$ cat src/hw/rtl/gosa_pkg.sv
// ============================================================================
// gosa_pkg
// Shared types, register indexes, rule bits and character classes for the
// glyph overlap smush amount block.
// ============================================================================
`default_nettype none

package gosa_pkg;

  // Configuration register indexes.
  typedef enum logic [1:0] {
    CFG_SMUSH_MODE    = 2'd0,
    CFG_HARD_BLANK    = 2'd1,
    CFG_RIGHT_TO_LEFT = 2'd2
  } cfg_idx_e;

  localparam int unsigned CfgIdxW  = 2;
  localparam int unsigned CfgDataW = 8;

  // Bit positions in smush_mode.
  localparam int unsigned ModeEqualBit   = 0;
  localparam int unsigned ModeLowlineBit = 1;
  localparam int unsigned ModeHierBit    = 2;
  localparam int unsigned ModePairBit    = 3;
  localparam int unsigned ModeBigxBit    = 4;
  localparam int unsigned ModeHardBit    = 5;
  localparam int unsigned ModeKernBit    = 6;
  localparam int unsigned ModeSmushBit   = 7;

  localparam logic [7:0] ModeReset     = 8'd64;
  localparam logic [7:0] HardBlankReset = 8'd36;

  localparam logic [7:0] ChNul    = 8'h00;
  localparam logic [7:0] ChSpace  = 8'h20;
  localparam logic [7:0] ChBar    = 8'h7C;
  localparam logic [7:0] ChSlash  = 8'h2F;
  localparam logic [7:0] ChBslash = 8'h5C;
  localparam logic [7:0] ChLbrack = 8'h5B;
  localparam logic [7:0] ChRbrack = 8'h5D;
  localparam logic [7:0] ChLbrace = 8'h7B;
  localparam logic [7:0] ChRbrace = 8'h7D;
  localparam logic [7:0] ChLparen = 8'h28;
  localparam logic [7:0] ChRparen = 8'h29;
  localparam logic [7:0] ChLess   = 8'h3C;
  localparam logic [7:0] ChGreater = 8'h3E;
  localparam logic [7:0] ChUnder  = 8'h5F;

  typedef struct packed {
    logic [7:0] left_char;
    logic [7:0] right_char;
    logic [7:0] left_edge_pos;
    logic [7:0] right_lead_blanks;
    logic [7:0] left_width;
    logic [7:0] line_length;
    logic [7:0] glyph_width;
    logic [7:0] prev_width;
    logic       first_row;
    logic       last_row;
  } row_t;

  typedef struct packed {
    logic [7:0] overlap_amount;
  } res_t;

  typedef struct packed {
    logic [CfgIdxW-1:0]  index;
    logic [CfgDataW-1:0] data;
  } cfg_wr_t;

  // Register file as seen by the datapath.
  typedef struct packed {
    logic [7:0] smush_mode;
    logic [7:0] hard_blank;
    logic       right_to_left;
  } cfg_t;

  function automatic logic in_lowline_set(input logic [7:0] c);
    case (c) inside
      ChBar, ChSlash, ChBslash, ChLbrack, ChRbrack, ChLbrace, ChRbrace,
      ChLparen, ChRparen, ChLess, ChGreater: return 1'b1;
      default: return 1'b0;
    endcase
  endfunction

  function automatic logic in_bar_set(input logic [7:0] c);
    case (c) inside
      ChSlash, ChBslash, ChLbrack, ChRbrack, ChLbrace, ChRbrace,
      ChLparen, ChRparen, ChLess, ChGreater: return 1'b1;
      default: return 1'b0;
    endcase
  endfunction

  function automatic logic in_brack_set(input logic [7:0] c);
    case (c) inside
      ChLbrack, ChRbrack, ChLbrace, ChRbrace, ChLparen, ChRparen,
      ChLess, ChGreater: return 1'b1;
      default: return 1'b0;
    endcase
  endfunction

  function automatic logic in_brace_set(input logic [7:0] c);
    case (c) inside
      ChLbrace, ChRbrace, ChLparen, ChRparen, ChLess, ChGreater: return 1'b1;
      default: return 1'b0;
    endcase
  endfunction

  function automatic logic in_paren_set(input logic [7:0] c);
    case (c) inside
      ChLparen, ChRparen, ChLess, ChGreater: return 1'b1;
      default: return 1'b0;
    endcase
  endfunction

endpackage

`default_nettype wire

$ cat src/hw/rtl/gosa_row_if.sv
// ============================================================================
// gosa_row_if
// Valid/ready channel carrying one glyph row item.
// ============================================================================
`default_nettype none

interface gosa_row_if;
  import gosa_pkg::*;

  logic valid;
  logic ready;
  row_t data;

  modport source (output valid, output data, input ready);
  modport sink (input valid, input data, output ready);
endinterface

`default_nettype wire

$ cat src/hw/rtl/gosa_res_if.sv
// ============================================================================
// gosa_res_if
// Valid/ready channel carrying one overlap result.
// ============================================================================
`default_nettype none

interface gosa_res_if;
  import gosa_pkg::*;

  logic valid;
  logic ready;
  res_t data;

  modport source (output valid, output data, input ready);
  modport sink (input valid, input data, output ready);
endinterface

`default_nettype wire

$ cat src/hw/rtl/gosa_cfg_if.sv
// ============================================================================
// gosa_cfg_if
// Valid/ready write channel for the configuration registers.
// ============================================================================
`default_nettype none

interface gosa_cfg_if;
  import gosa_pkg::*;

  logic    valid;
  logic    ready;
  cfg_wr_t data;

  modport source (output valid, output data, input ready);
  modport sink (input valid, input data, output ready);
endinterface

`default_nettype wire

$ cat src/hw/rtl/glyph_overlap_smush_amount.sv
// ============================================================================
// glyph_overlap_smush_amount
// Works out how many columns a new glyph may slide into the text line. One
// row item per glyph row enters on row_i; each row's overlap is found from
// the boundary characters and positions under the merge rules selected in
// smush_mode, and a running minimum starts at the glyph width on the first
// row. The row flagged last_row gives one result on res_o, which is zero
// when neither the smush nor the kern bit is set. The block takes one row
// per cycle while no last row is stalled: a row is held in an input
// register, evaluated by compare and add logic, and its result lands in
// the output register when the row advances, so res_o is registered
// after the input register. A waiting result stalls only a following last
// row, which then holds back the row input; configuration writes on cfg_i
// are always taken and must be made while no rows are in flight.
// ============================================================================
`default_nettype none

module glyph_overlap_smush_amount (
  input  logic clk_i,
  input  logic rst_ni,
  gosa_cfg_if.sink   cfg_i,
  gosa_row_if.sink   row_i,
  gosa_res_if.source res_o
);
  import gosa_pkg::*;

  cfg_t       cfg_q;
  row_t       s1_q;
  logic       s1_valid_q;
  logic       s1_adv;
  logic [7:0] running_min_q, min_d;
  logic       out_valid_q;
  logic [7:0] out_q;

  logic       merge_ok;
  logic       row_inc;
  logic [7:0] m_start, m_capped;
  logic [9:0] amt;

  // ---------------------------------------------------------------------
  // Configuration registers
  // ---------------------------------------------------------------------
  assign cfg_i.ready = 1'b1;

  always_ff @(posedge clk_i or negedge rst_ni) begin
    if (!rst_ni) begin
      cfg_q.smush_mode    <= ModeReset;
      cfg_q.hard_blank    <= HardBlankReset;
      cfg_q.right_to_left <= 1'b0;
    end else if (cfg_i.valid) begin
      unique case (cfg_i.data.index)
        CFG_SMUSH_MODE:    cfg_q.smush_mode    <= cfg_i.data.data;
        CFG_HARD_BLANK:    cfg_q.hard_blank    <= cfg_i.data.data;
        CFG_RIGHT_TO_LEFT: cfg_q.right_to_left <= cfg_i.data.data[0];
        default: ;
      endcase
    end
  end

  // ---------------------------------------------------------------------
  // Input register
  // ---------------------------------------------------------------------
  // A row without last_row never needs the output register.
  assign s1_adv = s1_valid_q && (!s1_q.last_row || !out_valid_q || res_o.ready);
  assign row_i.ready = !s1_valid_q || s1_adv;

  always_ff @(posedge clk_i or negedge rst_ni) begin
    if (!rst_ni) begin
      s1_valid_q <= 1'b0;
    end else if (row_i.ready) begin
      s1_valid_q <= row_i.valid;
    end
  end

  always_ff @(posedge clk_i) begin
    if (row_i.ready && row_i.valid) begin
      s1_q <= row_i.data;
    end
  end

  // ---------------------------------------------------------------------
  // Row evaluation
  // ---------------------------------------------------------------------
  gosa_merge u_merge (
    .cfg_i         (cfg_q),
    .left_char_i   (s1_q.left_char),
    .right_char_i  (s1_q.right_char),
    .prev_width_i  (s1_q.prev_width),
    .glyph_width_i (s1_q.glyph_width),
    .merge_ok_o    (merge_ok)
  );

  always_comb begin
    if ((s1_q.left_char == ChNul) || (s1_q.left_char == ChSpace)) begin
      row_inc = 1'b1;
    end else begin
      row_inc = (s1_q.right_char != ChNul) && merge_ok;
    end

    m_start  = s1_q.first_row ? s1_q.glyph_width : running_min_q;
    m_capped = (cfg_q.right_to_left && (s1_q.line_length < m_start)) ?
               s1_q.line_length : m_start;

    // Two's complement in ten bits covers -256 to 510.
    amt = {2'b00, s1_q.right_lead_blanks} + {2'b00, s1_q.left_width}
        - {2'b00, s1_q.left_edge_pos} - 10'd1 + {9'd0, row_inc};

    // A negative row amount leaves the minimum alone.
    if (!amt[9] && (amt[8:0] < {1'b0, m_capped})) begin
      min_d = amt[7:0];
    end else begin
      min_d = m_capped;
    end
  end

  always_ff @(posedge clk_i or negedge rst_ni) begin
    if (!rst_ni) begin
      running_min_q <= '0;
    end else if (s1_adv) begin
      running_min_q <= min_d;
    end
  end

  // ---------------------------------------------------------------------
  // Result register
  // ---------------------------------------------------------------------
  always_ff @(posedge clk_i or negedge rst_ni) begin
    if (!rst_ni) begin
      out_valid_q <= 1'b0;
    end else if (s1_adv && s1_q.last_row) begin
      out_valid_q <= 1'b1;
    end else if (res_o.ready) begin
      out_valid_q <= 1'b0;
    end
  end

  always_ff @(posedge clk_i) begin
    if (s1_adv && s1_q.last_row) begin
      out_q <= (cfg_q.smush_mode[ModeSmushBit] || cfg_q.smush_mode[ModeKernBit]) ?
               min_d : 8'd0;
    end
  end

  assign res_o.valid               = out_valid_q;
  assign res_o.data.overlap_amount = out_q;

  // ---------------------------------------------------------------------
  // Assertions
  // ---------------------------------------------------------------------
  a_last_row_gives_result: assert property (@(posedge clk_i) disable iff (!rst_ni)
    (s1_adv && s1_q.last_row) |=> out_valid_q)
    else $error("last row advanced without producing a result");

  a_stall_means_held: assert property (@(posedge clk_i) disable iff (!rst_ni)
    !row_i.ready |-> (s1_valid_q && s1_q.last_row && out_valid_q))
    else $error("input stalled without a blocked last row");

  a_min_below_width: assert property (@(posedge clk_i) disable iff (!rst_ni)
    (s1_adv && s1_q.first_row) |=> (running_min_q <= $past(s1_q.glyph_width)))
    else $error("running minimum exceeds glyph width after first row");

  a_rtl_cap: assert property (@(posedge clk_i) disable iff (!rst_ni)
    (s1_adv && cfg_q.right_to_left) |=> (running_min_q <= $past(s1_q.line_length)))
    else $error("running minimum exceeds line length in right-to-left mode");

endmodule

`default_nettype wire

$ cat src/hw/rtl/gosa_merge.sv
// ============================================================================
// gosa_merge
// Decides whether two boundary characters merge into one under the
// enabled smushing rules.
// ============================================================================
`default_nettype none

module gosa_merge (
  input  gosa_pkg::cfg_t cfg_i,
  input  logic [7:0]     left_char_i,
  input  logic [7:0]     right_char_i,
  input  logic [7:0]     prev_width_i,
  input  logic [7:0]     glyph_width_i,
  output logic           merge_ok_o
);
  import gosa_pkg::*;

  logic [7:0] l, r, hb, mode;
  logic       l_hb, r_hb;
  logic       rule_equal, rule_low, rule_hier, rule_pair, rule_bigx;

  assign l    = left_char_i;
  assign r    = right_char_i;
  assign hb   = cfg_i.hard_blank;
  assign mode = cfg_i.smush_mode;
  assign l_hb = (l == hb);
  assign r_hb = (r == hb);

  always_comb begin
    rule_equal = mode[ModeEqualBit] && (l == r);

    rule_low = mode[ModeLowlineBit] &&
               (((l == ChUnder) && in_lowline_set(r)) ||
                ((r == ChUnder) && in_lowline_set(l)));

    rule_hier = mode[ModeHierBit] &&
                (((l == ChBar) && in_bar_set(r)) ||
                 ((r == ChBar) && in_bar_set(l)) ||
                 (((l == ChSlash) || (l == ChBslash)) && in_brack_set(r)) ||
                 (((r == ChSlash) || (r == ChBslash)) && in_brack_set(l)) ||
                 (((l == ChLbrack) || (l == ChRbrack)) && in_brace_set(r)) ||
                 (((r == ChLbrack) || (r == ChRbrack)) && in_brace_set(l)) ||
                 (((l == ChLbrace) || (l == ChRbrace)) && in_paren_set(r)) ||
                 (((r == ChLbrace) || (r == ChRbrace)) && in_paren_set(l)) ||
                 (((l == ChLparen) || (l == ChRparen)) &&
                  ((r == ChLess) || (r == ChGreater))) ||
                 (((r == ChLparen) || (r == ChRparen)) &&
                  ((l == ChLess) || (l == ChGreater))));

    rule_pair = mode[ModePairBit] &&
                (((l == ChLbrack) && (r == ChRbrack)) ||
                 ((r == ChLbrack) && (l == ChRbrack)) ||
                 ((l == ChLbrace) && (r == ChRbrace)) ||
                 ((r == ChLbrace) && (l == ChRbrace)) ||
                 ((l == ChLparen) && (r == ChRparen)) ||
                 ((r == ChLparen) && (l == ChRparen)));

    rule_bigx = mode[ModeBigxBit] &&
                (((l == ChSlash) && (r == ChBslash)) ||
                 ((r == ChSlash) && (l == ChBslash)) ||
                 ((l == ChGreater) && (r == ChLess)));

    // Every rule that fires yields a nonzero character, so only the
    // early rejections matter for the outcome.
    if ((l == ChSpace) || (r == ChSpace)) begin
      merge_ok_o = 1'b1;
    end else if ((prev_width_i < 8'd2) || (glyph_width_i < 8'd2)) begin
      merge_ok_o = 1'b0;
    end else if (!mode[ModeSmushBit]) begin
      merge_ok_o = 1'b0;
    end else if (mode[ModeHardBit:0] == '0) begin
      merge_ok_o = 1'b1;
    end else if (mode[ModeHardBit] && l_hb && r_hb) begin
      merge_ok_o = 1'b1;
    end else if (l_hb || r_hb) begin
      merge_ok_o = 1'b0;
    end else begin
      merge_ok_o = rule_equal || rule_low || rule_hier || rule_pair || rule_bigx;
    end
  end

endmodule

`default_nettype wire
$ cat src/flat_wrapper.sv
// flat-port wrapper written by rule: the top's interface ports become plain ports
module glyph_overlap_smush_amount_flat import gosa_pkg::*;
  (clk_i, rst_ni, cfg_i_valid, cfg_i_data, cfg_i_ready, row_i_valid, row_i_data, row_i_ready, res_o_valid, res_o_data, res_o_ready);
  gosa_cfg_if cfg_i_i ();
  gosa_row_if row_i_i ();
  gosa_res_if res_o_i ();
  input  logic clk_i;
  input  logic rst_ni;
  input wire logic [$bits(cfg_i_i.valid)-1:0] cfg_i_valid;
  input wire logic [$bits(cfg_i_i.data)-1:0] cfg_i_data;
  output wire logic [$bits(cfg_i_i.ready)-1:0] cfg_i_ready;
  input wire logic [$bits(row_i_i.valid)-1:0] row_i_valid;
  input wire logic [$bits(row_i_i.data)-1:0] row_i_data;
  output wire logic [$bits(row_i_i.ready)-1:0] row_i_ready;
  output wire logic [$bits(res_o_i.valid)-1:0] res_o_valid;
  output wire logic [$bits(res_o_i.data)-1:0] res_o_data;
  input wire logic [$bits(res_o_i.ready)-1:0] res_o_ready;
  assign cfg_i_i.valid = cfg_i_valid;
  assign cfg_i_i.data = cfg_i_data;
  assign cfg_i_ready = cfg_i_i.ready;
  assign row_i_i.valid = row_i_valid;
  assign row_i_i.data = row_i_data;
  assign row_i_ready = row_i_i.ready;
  assign res_o_valid = res_o_i.valid;
  assign res_o_data = res_o_i.data;
  assign res_o_i.ready = res_o_ready;
  glyph_overlap_smush_amount u_core (.clk_i(clk_i), .rst_ni(rst_ni), .cfg_i(cfg_i_i), .row_i(row_i_i), .res_o(res_o_i));
endmodule
$ cat config.mk
export PLATFORM = sky130hd
export DESIGN_NAME = glyph_overlap_smush_amount_flat
export DESIGN_NICKNAME = d
export VERILOG_FILES = /design/src/hw/rtl/gosa_pkg.sv /design/src/hw/rtl/gosa_row_if.sv /design/src/hw/rtl/gosa_res_if.sv /design/src/hw/rtl/gosa_cfg_if.sv /design/src/hw/rtl/glyph_overlap_smush_amount.sv /design/src/hw/rtl/gosa_merge.sv /design/src/flat_wrapper.sv
export SDC_FILE = /design/constraint.sdc
export NUM_CORES = 1
export LEC_CHECK = 0
export ABC_CLOCK_PERIOD_IN_PS = 5200
export BUFFER_PORTS_ARGS = -buffer_cell sky130_fd_sc_hd__buf_2
export CORE_MARGIN = 2
export CORE_UTILIZATION = 30
export CTS_BUF_LIST = sky130_fd_sc_hd__clkbuf_16
export CTS_CLUSTER_SIZE = 28
export DETAILED_ROUTE_END_ITERATION = 6
export HOLD_SLACK_MARGIN = 0.1
export SYNTH_ARGS = -nofsm -noshare
export SYNTH_HDL_FRONTEND = slang
export SYNTH_SLANG_ARGS = --single-unit
$ cat constraint.sdc
create_clock -name clk_i -period 5.2 [get_ports clk_i]
set_input_delay 1.04 -clock clk_i [delete_from_list [all_inputs] [get_ports clk_i]]
set_output_delay 1.04 -clock clk_i [all_outputs]
set_load 0.005 [all_outputs]
Word level (Yosys, flattened, before mapping)
Index checks and enable logic that the tools add are counted.
{ "word_totals": {"ff_bits": 101, "out_inout_bits": 11} }
{ "op_classes": {"addsub": 4, "magnitude_cmp": 4, "n_eq_ne": 31, "n_mux": 22, "reduce_logical": 95} }
{ "op_table": {"columns": ["cell", "n"], "rows": [
  ["equality test 8 x 7 -> 1 bit (second input constant)", 14],
  ["equality test 8 x 6 -> 1 bit (second input constant)", 12],
  ["logical OR 1 bit", 39],
  ["logical AND 1 bit", 34],
  ["equality test 8 bit", 3],
  ["2-to-1 mux 8 bit", 3],
  ["OR reduction 11 bit", 2],
  ["OR reduction 10 bit", 2],
  ["2-to-1 mux 1 bit", 19],
  ["less-than comparator 8 x 2 -> 1 bit (second input constant)", 2],
  ["OR reduction 8 bit", 2],
  ["OR reduction 6 bit", 2],
  ["adder 10 x 1 -> 10 bit", 1],
  ["subtractor 10 x 1 -> 10 bit (second input constant)", 1],
  ["subtractor 10 x 8 -> 10 bit", 1],
  ["adder 8 x 8 -> 9 bit", 1],
  ["less-than comparator 9 x 8 -> 1 bit", 1],
  ["zero test 8 bit", 1],
  ["less-than comparator 8 bit", 1],
  ["nonzero test 8 bit", 1],
  ["OR reduction 4 bit", 2],
  ["zero test 6 bit", 1],
  ["AND reduction 2 bit", 3],
  ["zero test 1 bit", 4],
  ["other kinds (4)", 4]
]} }

Longest topological paths before layout
{ "logic_depth": {"ltp_word": 29, "depth_mapped": 23, "ltp_nobuf": 21} }

Modules after synthesis
From an unflattened synthesis, not the netlist that was laid out.
{ "unflattened": {"hier_cells": 473, "area_unflattened_um2": 5631.7} }
{ "modules_own_cells": {"columns": ["mod", "instances", "cells_per_inst", "area_each_um2"], "rows": [
  ["glyph_overlap_smush_amount", 1, 338, 4665.7],
  ["gosa_merge", 1, 135, 965.9]
]} }

Least setup slack after synthesis
No wires, ideal clock.
{ "synth_path": {"path_type": "flip-flop to flip-flop", "startpoint": "reg u_core.s1_q[59] (netlist name)", "endpoint": "reg u_core.out_q[1], in the netlist u_core.res_o.data[1], data pin", "setup_time_ns": 0.274, "t_arrival_ns": 5.062, "setup_slack_ns": -0.135, "stages_incl_launch_ff": 24, "synth_period_minus_slack_ns": 5.335, "cell_sequence": "edfxtp_1 -> clkbuf_1 -> and2_1 -> nand2_1 -> o21ai_0 -> nor2b_1 -> or4_1 -> a41oi_1 -> a31oi_1 -> fa_1 -> fa_1 -> a211oi_1 -> nor2_1 -> o21a_1 -> nor2_1 -> xnor2_1 -> ha_1 -> a2111oi_0 -> nand2b_1 -> a2111oi_1 -> a211o_1 -> buf_6 -> a21o_1 -> a21oi_1"} }
{ "synth_via": {"elab_chain_cells": 29} }
{ "synth_rtl": {"columns": ["item", "line", "text"], "rows": [
  ["from (decl)", "glyph_overlap_smush_amount.sv:28", "row_t s1_q;"],
  ["from (signal assigned)", "glyph_overlap_smush_amount.sv:77", "s1_q <= row_i.data;"],
  ["equality test 8 x 7 -> 1 bit, or another cell as far along", null, null],
  ["OR reduction 10 bit", "gosa_pkg.sv:86", "case (c) inside"],
  ["2-to-1 mux 1 bit", "gosa_pkg.sv:86", null],
  ["logical AND 1 bit", "gosa_merge.sv:38", "((r == ChBar) && in_bar_set(l)) ||"],
  ["logical OR 1 bit", "gosa_merge.sv:37", "(((l == ChBar) && in_bar_set(r)) ||"],
  ["logical OR 1 bit", "gosa_merge.sv:38", null],
  ["logical OR 1 bit", "gosa_merge.sv:39", "(((l == ChSlash) || (l == ChBslash)) && in_brack_set(r)) ||"],
  ["logical OR 1 bit", "gosa_merge.sv:40", "(((r == ChSlash) || (r == ChBslash)) && in_brack_set(l)) ||"],
  ["[13 not listed]", null, null],
  ["2-to-1 mux 1 bit", "gosa_merge.sv:67", "end else if ((prev_width_i < 8'd2) || (glyph_width_i < 8'd2)) begin"],
  ["2-to-1 mux 1 bit", "gosa_merge.sv:65", "if ((l == ChSpace) || (r == ChSpace)) begin"],
  ["logical AND 1 bit", "glyph_overlap_smush_amount.sv:97", "row_inc = (s1_q.right_char != ChNul) && merge_ok;"],
  ["2-to-1 mux 1 bit *", "glyph_overlap_smush_amount.sv:94", "if ((s1_q.left_char == ChNul) || (s1_q.left_char == ChSpace)) begin"],
  ["adder 10 x 1 -> 10 bit *", "glyph_overlap_smush_amount.sv:106", "- {2'b00, s1_q.left_edge_pos} - 10'd1 + {9'd0, row_inc};"],
  ["less-than comparator 9 x 8 -> 1 bit or zero test 1 bit (tied branches)", "glyph_overlap_smush_amount.sv:109", "if (!amt[9] && (amt[8:0] < {1'b0, m_capped})) begin"],
  ["logical AND 1 bit", "glyph_overlap_smush_amount.sv:109", null],
  ["2-to-1 mux 8 bit *", "glyph_overlap_smush_amount.sv:109", null],
  ["to (signal assigned)", "glyph_overlap_smush_amount.sv:139", "out_q <= (cfg_q.smush_mode[ModeSmushBit] || cfg_q.smush_mode[ModeKernBit]) ?"],
  ["to (decl)", "glyph_overlap_smush_amount.sv:33", "logic [7:0] out_q;"]
]} }
Mark *: on every way between the ends. The rest lies on a longest branch, timed or not.
A chain may end at the register's enable or synchronous reset.

Final worst setup path
{ "layout_path": {"startpoint": "reg u_core.s1_q[61] (netlist name)", "endpoint": "reg u_core.out_q[4], in the netlist u_core.res_o.data[4], data pin"} }
The elaborated chain is that of the path after synthesis.

==> flow_metrics.tcl <==
set metrics [dict create \
    status "complete, but fails checks" \
    violations "setup timing" \
    final_cell_mix "buf_2, buf_4, edfxtp_1, ha_1, nor2_1" \
    io_buffers 89 \
    cts_hold_buf 0 \
    fin_cells 868 \
    fin_area_um2 7308 \
    comb_power_share 0.365 \
    initial_core_util 0.3069 \
    grt_use_met1 0.1922 \
    clock_power_share 0.257 \
    grt_usage 0.1494 \
    power.switching_mw 0.9041 \
    worst-setup-path-type "flop to flop" \
    post-route-period-util 1.016 \
    r2r_setup_slack_ns -0.09 \
    hpwl_mm 11.07 \
    ys_seq_area_frac 0.5191 \
    synthCells 470 \
    synth_flop_cell "edfxtp_1" \
    dr.pass1.iters 4 \
    wire_per_inst_um 16.15 \
    drc 0 \
    fillers 1757 \
    path_max_fanout 4 \
    met2_usage 0.2439 \
    power.leakage_nw 3.048 \
    cts_buffer_depth 2 \
    hold_viol 0 \
    diodes 0 \
    htreeDepth 3 \
    switching_share 0.3221 \
    hold_path_depth 2 \
    avgSynthCellArea_um2 11.77 \
    ant_nets 0 \
    cts_root_buf "clkbuf_16" \
    drv_cap 0 \
    grt_max_degree 35 \
    synth_edf_count 73 \
    slew_viol_final 0 \
    grt_pass1_vias 4567 \
    p_int_mw 1.903 \
    placed_cells 845 \
    coreArea_um2 18020 \
    p_per_area_nw_per_um2 384.1 \
    setup_ws_ns -0.08518 \
    overflow 0 \
    viasPerCell 4.909 \
    cp.arrival_ns 5.36 \
    ys_seq_elements 100 \
    antenna_found_initial 0 \
    placed_cell_area_um2 6755 \
    vias 4261 \
    clkSinkCount 100 \
    ys_types 68 \
    grt_pass1_wl_mm 23.03 \
    finalSetupTns_ns -0.4353 \
    fmax_ghz 0.1892 \
    tightestPinTransition_ns 1.148 \
    fp.dieW_um 139.8 \
    numCtsBuffers 9 \
    slew_headroom 0.2330 \
    yosys_warnings 0 \
    setup_viol 10 \
    busiest_layer "met2" \
    r2r_cells 21 \
    worstSetupEndpointType "flop" \
    peakVddDrop_mv 0.1918 \
    rows 49 \
    syn2layout_area_growth_pct 32.12 \
    rsz0062_at_grt "true" \
    seqPwrFrac 0.378 \
    cp-start-kind "flop" \
    fin_crit_ns 5.285 \
    hold_ws_ns 0.4933 \
    syn_nets 583 \
    cp.required_ns 5.28 \
    syn_area_um2 5532 \
    drtIter0Drc 171 \
    total_power_mw 2.807 \
    num-nets-final 747 \
    wl_mm 14.02 \
    die_y_um 139.8 \
    grt_use_met3 0.03510 \
    die_area_um2 19540 \
    globalplace.congestion 0.8552 \
    clkTransAtPathRegs_ns 0.07 \
    final_common_cell "buf_2" \
    cts_tree "done" \
    clock_latency_ns 0.36 \
    drive_gt1_frac 0.3865 \
    min_path_type "flop to flop" \
    async_flop_share 0.2700 \
    io_pins 92 \
    clock_skew_ns 0.01065 \
]
[worst max-delay path, cell delays in order, from the launching register on]
cell and delay [ns]:
edfxtp_1 0.39, and4b_1 0.24, nand4_1 0.21, inv_1 0.09, or4_4 0.54, a41oi_2 0.23
a31oi_2 0.14, fa_2 0.37, fa_2 0.36, a211oi_2 0.22, nor2_1 0.09, o21a_1 0.19
nor2_2 0.12, xnor2_2 0.13, ha_1 0.27, a2111oi_2 0.32, nand2b_1 0.18, a2111oi_4 0.37
buf_4 0.17, a211o_1 0.15, a21o_1 0.16, a21oi_1 0.08
[layer usage]
layer	vias up	share of wire
li1	2103	-
met1	2007	0.45
met2	121	0.48
met3	30	0.052
met4	0	0.025
met5	-	0
[state kept, by name, summed over array words and instances, names as in the netlist]
register              flops
u_core.s1_q              65
u_core.res_o.valid        1
u_core.cfg_q             17
u_core.running_min_q      8
u_core.s1_valid_q         1
u_core.res_o.data         8
[power by group through the flow]
stage          registers (mW)  clock network, mW  logic [mW]
5_1_grt                  1.07              0.782        1.13
3_3_place_gp             1.07                  0       0.852
4_1_cts                  1.06              0.740       0.943
6_report                 1.06              0.722        1.02
3_5_place_dp             1.08                  0       0.873
2_1_floorplan            1.04                  0       0.590
[timing repair]
item	4_1_cts	5_1_grt
resized for setup	17	23
pin swaps	7	25
buffers inserted	3	3
gates cloned	1	0
endpoints found under the setup margin	15	16
[synth_stat cells (11+ instances only)]
| cell | number | share of area |
|---|---|---|
| a21o_1 | 11 | 0.015 |
| a21oi_1 | 11 | 0.010 |
| clkbuf_1 | 12 | 0.0081 |
| dfrtp_1 | 24 | 0.11 |
| edfxtp_1 | 73 | 0.40 |
| ha_1 | 29 | 0.066 |
| inv_1 | 19 | 0.013 |
| mux2_2 | 25 | 0.051 |
| nand2_1 | 23 | 0.016 |
| nand3_1 | 16 | 0.014 |
| nor2_1 | 29 | 0.020 |
| nor3_1 | 14 | 0.013 |
| o21ai_0 | 14 | 0.013 |
| xnor2_1 | 28 | 0.044 |
[cell families after synthesis]
| kind of cell | share of synthesized area |
|---|---|
| AOI/OAI and AO/OA | 0.1133 |
| xor gates and xnor gates | 0.05700 |
| adders and majority gates | 0.07645 |
| buffers and inverters | 0.03008 |
| DFF | 0.5191 |
| muxes | 0.06627 |
| other | 0.0006779 |
| and+or+nand+nor | 0.1371 |
[path summary, 6_finish.rpt]
path                                                startpoint                             endpoint
setup reg to reg                     u_core.s1_q[61]$_DFFE_PP_   u_core.res_o.data[4]$_SDFFCE_PN0P_
max in group asynchronous                               rst_ni  u_core.running_min_q[7]$_DFFE_PN0P_
setup / recovery                     u_core.s1_q[61]$_DFFE_PP_   u_core.res_o.data[4]$_SDFFCE_PN0P_
hold / removal             u_core.running_min_q[7]$_DFFE_PN0P_  u_core.running_min_q[7]$_DFFE_PN0P_
min in group asynchronous                               rst_ni          u_core.cfg_q[2]$_DFFE_PN0P_
hold reg to reg            u_core.running_min_q[7]$_DFFE_PN0P_  u_core.running_min_q[7]$_DFFE_PN0P_
[per-stage QoR]
step           utilization  worst slack [ns]
2_1_floorplan            -          0.008001
3_3_place_gp        0.3748           -0.3444
3_5_place_dp        0.3748           -0.4521
4_1_cts             0.3984         0.0002767
5_1_grt             0.4055           -0.3198
6_report            0.4055          -0.08518
[area by class of cell]
cell class	instances	area, um2	share of cell area
clock buffer	9	225.2	0.03082
inverter	19	71.32	0.009759
tap	229	286.5	0.03921
clock inverter	7	91.34	0.01250
multi-input combinational	334	2689	0.3679
timing repair buffer	170	1074	0.1469
sequential	100	2872	0.3929
No activity file was read; power rests on OpenSTA's default activity.
